## src/rtl/dthbi_pkg.sv

```systemverilog
package dthbi_pkg;

  localparam int COORD_W   = 16;
  localparam int ANG_FRAC  = 8;
  localparam int STEPS     = 24;
  localparam int STEP_W    = $clog2(STEPS);
  localparam int ACC_FRAC  = 24;
  localparam int GUARD     = 20;
  localparam int NUM_RINGS = 14;
  localparam int RING_W    = 4;
  localparam int AZI_W     = 7;
  localparam int ENTRY_W   = 10;

  localparam logic [30:0] GAIN_Q30 = 31'd1768195363;
  localparam int GAIN_SHIFT = 30 - GUARD;

  // cordic datapath widths
  localparam int CW = COORD_W + 1 + GUARD + 4;
  localparam int AW = ACC_FRAC + 11;
  localparam int RND_SHIFT = ACC_FRAC - ANG_FRAC;
  localparam int EW = AW - RND_SHIFT;

  localparam int FULL  = 360 << ANG_FRAC;
  localparam int AZW   = $clog2(FULL);
  localparam int HALF_TURN = 180;
  localparam int TEN   = 10 << ANG_FRAC;
  localparam int RING_OFS = 4;

  // bin index divide: (2*az*n + full) / (2*full), 2*full = 45 << (ANG_FRAC + 4)
  localparam int PROD_W   = AZW + AZI_W + 2;
  localparam int DIV_SHIFT = ANG_FRAC + 4;
  localparam int Q_W       = PROD_W - DIV_SHIFT;
  localparam int RECIP45   = 2913;
  localparam int RECIP_SH  = 17;
  localparam int RECIP5    = 13;
  localparam int RECIP5_SH = 6;

  typedef struct packed {
    logic signed [CW-1:0] x;
    logic signed [CW-1:0] y;
    logic signed [AW-1:0] acc;
  } cordic_t;

  function automatic logic signed [AW-1:0] atan_deg(input logic [STEP_W-1:0] i);
    logic signed [AW-1:0] r;
    unique case (i)
      5'd0:  r = AW'(754974720);
      5'd1:  r = AW'(445687602);
      5'd2:  r = AW'(235489088);
      5'd3:  r = AW'(119537938);
      5'd4:  r = AW'(60000934);
      5'd5:  r = AW'(30029717);
      5'd6:  r = AW'(15018523);
      5'd7:  r = AW'(7509720);
      5'd8:  r = AW'(3754917);
      5'd9:  r = AW'(1877466);
      5'd10: r = AW'(938734);
      5'd11: r = AW'(469367);
      5'd12: r = AW'(234684);
      5'd13: r = AW'(117342);
      5'd14: r = AW'(58671);
      5'd15: r = AW'(29335);
      5'd16: r = AW'(14668);
      5'd17: r = AW'(7334);
      5'd18: r = AW'(3667);
      5'd19: r = AW'(1833);
      5'd20: r = AW'(917);
      5'd21: r = AW'(458);
      5'd22: r = AW'(229);
      5'd23: r = AW'(115);
      default: r = '0;
    endcase
    return r;
  endfunction

  function automatic logic [AZI_W-1:0] ring_size(input logic [RING_W-1:0] r);
    logic [AZI_W-1:0] n;
    unique case (r)
      4'd0:  n = 7'd56;
      4'd1:  n = 7'd60;
      4'd2:  n = 7'd72;
      4'd3:  n = 7'd72;
      4'd4:  n = 7'd72;
      4'd5:  n = 7'd72;
      4'd6:  n = 7'd72;
      4'd7:  n = 7'd60;
      4'd8:  n = 7'd56;
      4'd9:  n = 7'd45;
      4'd10: n = 7'd36;
      4'd11: n = 7'd24;
      4'd12: n = 7'd12;
      4'd13: n = 7'd1;
      default: n = 7'd1;
    endcase
    return n;
  endfunction

  function automatic logic [ENTRY_W-1:0] ring_base(input logic [RING_W-1:0] r);
    logic [ENTRY_W-1:0] b;
    unique case (r)
      4'd0:  b = 10'd0;
      4'd1:  b = 10'd56;
      4'd2:  b = 10'd116;
      4'd3:  b = 10'd188;
      4'd4:  b = 10'd260;
      4'd5:  b = 10'd332;
      4'd6:  b = 10'd404;
      4'd7:  b = 10'd476;
      4'd8:  b = 10'd536;
      4'd9:  b = 10'd592;
      4'd10: b = 10'd637;
      4'd11: b = 10'd673;
      4'd12: b = 10'd697;
      4'd13: b = 10'd709;
      default: b = 10'd709;
    endcase
    return b;
  endfunction

  // round to ANG_FRAC fractional bits, half away from zero
  function automatic logic signed [AW-1:0] round_ang(input logic signed [AW-1:0] a);
    logic signed [AW-1:0] half;
    half = AW'(1) <<< (RND_SHIFT - 1);
    if (a >= 0) begin
      return (a + half) >>> RND_SHIFT;
    end else begin
      return -((-a + half) >>> RND_SHIFT);
    end
  endfunction

endpackage

```

## src/rtl/dthbi_cordic_stage.sv

```systemverilog
module dthbi_cordic_stage (
  input  logic                        clk,
  input  logic                        en,
  input  logic [dthbi_pkg::STEP_W-1:0] step,
  input  dthbi_pkg::cordic_t          d_in,
  output dthbi_pkg::cordic_t          d_out
);
  import dthbi_pkg::*;

  logic signed [CW-1:0] dx;
  logic signed [CW-1:0] dy;
  logic signed [AW-1:0] da;

  assign dx = d_in.y >>> step;
  assign dy = d_in.x >>> step;
  assign da = atan_deg(step);

  // rotate toward the x axis
  always_ff @(posedge clk) begin
    if (en) begin
      if (d_in.y >= 0) begin
        d_out.x   <= d_in.x + dx;
        d_out.y   <= d_in.y - dy;
        d_out.acc <= d_in.acc + da;
      end else begin
        d_out.x   <= d_in.x - dx;
        d_out.y   <= d_in.y + dy;
        d_out.acc <= d_in.acc - da;
      end
    end
  end

endmodule

```

## config.mk

```make
export PLATFORM = sky130hd
export DESIGN_NAME = dthbi_cordic_stage
export DESIGN_NICKNAME = d
export VERILOG_FILES = /design/src/rtl/dthbi_pkg.sv /design/src/rtl/dthbi_cordic_stage.sv
export SDC_FILE = /design/constraint.sdc
export NUM_CORES = 1
export LEC_CHECK = 0
export ABC_AREA = 1
export BUFFER_PORTS_ARGS = -buffer_cell sky130_fd_sc_hd__buf_4
export CAP_MARGIN = 15
export CORE_MARGIN = 2
export CORE_UTILIZATION = 35
export CTS_CLUSTER_SIZE = 16
export DETAILED_ROUTE_END_ITERATION = 10
export GPL_TIMING_DRIVEN = 0
export PLACE_DENSITY_LB_ADDON = 0.12
export SLEW_MARGIN = 25
export SYNTH_ARGS = -nofsm -noshare
export SYNTH_HDL_FRONTEND = slang
export SYNTH_SLANG_ARGS = --single-unit
```

## constraint.sdc

```tcl
create_clock -name clk -period 14 [get_ports clk]
set_input_delay 2.8 -clock clk [delete_from_list [all_inputs] [get_ports clk]]
set_output_delay 2.8 -clock clk [all_outputs]
set_load 0.01 [all_outputs]
```

==> impl_metrics.csv <==
group,metric,value,unit
sta,maxSlewHeadroom,23.10,%
critical_path,crit_type,"in -> reg",
cells_and_area,area_growth,17.84,%
floorplanning,io_pins,241,
floorplanning,start_util,35.29,%
logic_synthesis,ys_ff_latch,117,
sta,fmax,123.1,MHz
global_routing,overflow,0,
critical_path,critPathSlowestCell,"clkbuf_1",
logic_synthesis,syn_inst,3026,
critical_path,cpMostUsedCell,"nand2_1",
place,gp_congestion,1.073,
critical_path,cp-start-kind,"primary input",
logic_synthesis,synthAdderAreaFrac,9.179,%
logic_synthesis,synth_top_family_by_area,"simple AND/OR/NAND/NOR gates",
critical_path,path_max_fanout,10,
global_routing,grt_pass1_wl,130900,um
route,dr.pass1.iters,6,
place,place_ws,5.162,ns
route,final_antenna_net_count,0,
sta,setup_slack,5.879,ns
global_routing,grt_max_degree,65,
place,port_buffers,236,
global_routing,antenna_found_initial,1,
sta,slew_violations,0,
cells_and_area,largest_register,"d_out",
clock_tree,cts_tree,"built",
clock_tree,postCtsSetupBuffers,0,
logic_synthesis,syn-num-nets,3284,
pwr,p_leak,10.79,nW
global_routing,grt_pass1_vias,20890,
outcome,status,"completed",
route,routedWlPerCell,22.66,um
logic_synthesis,synth_xor_area_share,8.470,%
place,place_hpwl,76230,um
cells_and_area,n_antenna_cell,0,
global_routing,gr-usage-all-layers,32.58,%
sta,whs,2.632,ns
logic_synthesis,synth_warnings,0,
critical_path,slowest_delay,0.69,ns
logic_synthesis,synth-edff-count,117,
floorplanning,core,0.05245,mm2
logic_synthesis,synth_simple_gate_area_share,41.52,%
floorplanning,die_h,234.0,um
cells_and_area,fin_cells,3983,
clock_tree,cts_root_buf,"clkbuf_16",
logic_synthesis,yosys_most_used_dff,"edfxtp_1",
logic_synthesis,avgSynthCellArea,6.117,um2
route,routed_wl,90250,um
sta,period_share,58.01,%
clock_tree,cts_resized,0,
hold_path,hp-start,"d_in[0]",
logic_synthesis,synthArstFlopShare,0,%
route,drc,0,
cells_and_area,fin_area,0.02181,mm2
critical_path,critPathCaptureType,"flop",
logic_synthesis,synth_compound_area_share,12.69,%
sta,setup_violations,0,
place,post_dp_cell_area,0.02118,mm2
job,drv_cap,0,
floorplanning,row_count,84,
sta,fin_crit,8.121,ns
hold_path,hold_end,"d_out[0]",
pwr,p_per_area,109.0,mW/mm2
route,via_per_inst,5.524,
floorplanning,fp.dieW,234.0,um
floorplanning,die-area,0.05474,mm2
logic_synthesis,syn_area,0.01851,mm2
sta,finalHoldViolCount,0,
route,vias,22000,
logic_synthesis,synth_cell_types,55,
clock_tree,cts_max_level,4,
route,drt_first_iter_violations,2174,
cells_and_area,nets,3540,
place,placed_cells,3951,
clock_tree,cts.sinks,117,
pwr,ir_drop,0.00008216,V
logic_synthesis,muxShareOfSynthArea,0,%
clock_tree,path_clk_slew,0.07,ns
cells_and_area,top_regs,"d_out: 117 flops",
hold_path,hp-class,"in -> reg",
sta,grt_setup_unrepaired,"no",
critical_path,crit_required,14.24,ns
sta,tns,0,ns
critical_path,critPathArrivalTime,8.36,ns
cells_and_area,drive_above_1_share,12.72,%
cells_and_area,largest_reg_flops,117,
clock_tree,cts.hold.buffers_added,0,
sta,tightestPinTransition,1.154,ns
cells_and_area,fillCellCount,5862,
clock_tree,clockBufferDepth,2,
hold_path,hold_depth,2,
logic_synthesis,yosysSeqAreaShare,18.98,%
clock_tree,cts_buffers,17,
## per-layer routing
metal	vias up	global-route usage (%)	wire, um	share of wire [%]
li1	10600	-	-	-
met2	983	51.19	39950	44
met5	-	0	0	0
met3	150	6.919	7662	8.5
met1	10270	43.90	39510	44
met4	0	11.71	3130	3.5
## how the worst max path moves through the flow
stage / from / end / cells after the start
2_1_floorplan: step[0] / d_out[29] / 25
3_3_place_gp: d_in[75] / d_out[30] / 18
3_5_place_dp: d_in[75] / d_out[30] / 18
4_1_cts: d_in[75] / d_out[30] / 18
5_1_grt: step[0] / d_out[116] / 28
6_report: step[2] / d_out[115] / 29
## cell usage in the layout (no fill, tap or decap), types with 23 or more instances in the layout
cell type and instances:
ha_1 131, o21ai_0 84, xor2_1 121, a21oi_1 173
xnor2_1 58, nand3_1 491, inv_1 273, edfxtp_1 117
buf_2 37, nor2_1 248, a31oi_1 25, o21ai_1 28
buf_4 249, nand4_1 33, nand2_1 942, clkbuf_1 23
## logic make-up (layout without fill, tap and decap cells)
logic type	count (synthesis)	in the layout
flip-flops	117	117
AND/OR/NAND/NOR	1794	1794
XOR/XNOR	179	179
buffers and inverters	398	667
adder cells (fa/ha/maj)	134	134
AO/OA/AOI/OAI	404	404
## synth_stat cells (14+ instances only)
cell | number | area, um2
o21ai_1 | 28 | 140.1
o21ai_0 | 84 | 420.4
nand3_1 | 491 | 2457
nor2_1 | 248 | 930.9
buf_2 | 34 | 170.2
a21o_1 | 16 | 120.1
nand2_1 | 942 | 3536
o21a_1 | 16 | 120.1
xor2_1 | 121 | 1060
xnor2_1 | 58 | 508.0
inv_1 | 273 | 1025
nand2_2 | 15 | 93.84
nor2_2 | 16 | 100.1
buf_4 | 14 | 105.1
a21oi_1 | 173 | 865.8
a31oi_1 | 25 | 156.4
inv_2 | 22 | 82.58
nand4_1 | 33 | 206.5
ha_1 | 131 | 1639
clkbuf_1 | 25 | 93.84
edfxtp_1 | 117 | 3513
nor3_1 | 18 | 90.09
buf_6 | 14 | 157.7
## per-stage QoR
step           util [%]  power (W)
3_5_place_dp      40.39   0.001877
3_3_place_gp      40.31   0.001875
5_1_grt           41.59   0.002540
4_1_cts           41.59   0.002381
6_report          41.59   0.002378
2_1_floorplan         -   0.001374
## final cells by class
class | count | area (um2) | area share (%)
multi-input cells | 2511 | 13300 | 60.98
flip-flops and latches | 117 | 3513 | 16.11
repair buffers | 237 | 1803 | 8.266
inverters | 298 | 1121 | 5.140
well taps | 688 | 860.8 | 3.947
plain buffers | 100 | 583.1 | 2.673
clock buffers | 18 | 429.2 | 1.968
clock inverters | 14 | 201.4 | 0.9235
## critical path, delay by kind of cell
| kind | cells | cell delay, ns |
|---|---|---|
| XOR/XNOR | 1 | 0.37 |
| adder cells (fa/ha/maj) | 2 | 0.60 |
| AO/OA/AOI/OAI | 4 | 1.12 |
| AND/OR/NAND/NOR | 15 | 2.02 |
| buffers and inverters | 7 | 1.39 |
## where the power goes
part	leakage (nW)	total (W)	internal (W)	switching, W
logic	9.34	0.00133	0.000477	0.000854
clock network	0.301	0.000491	0.000299	0.000192
registers	1.14	0.000555	0.000527	0.0000281
(Power assumes the default switching activity.)
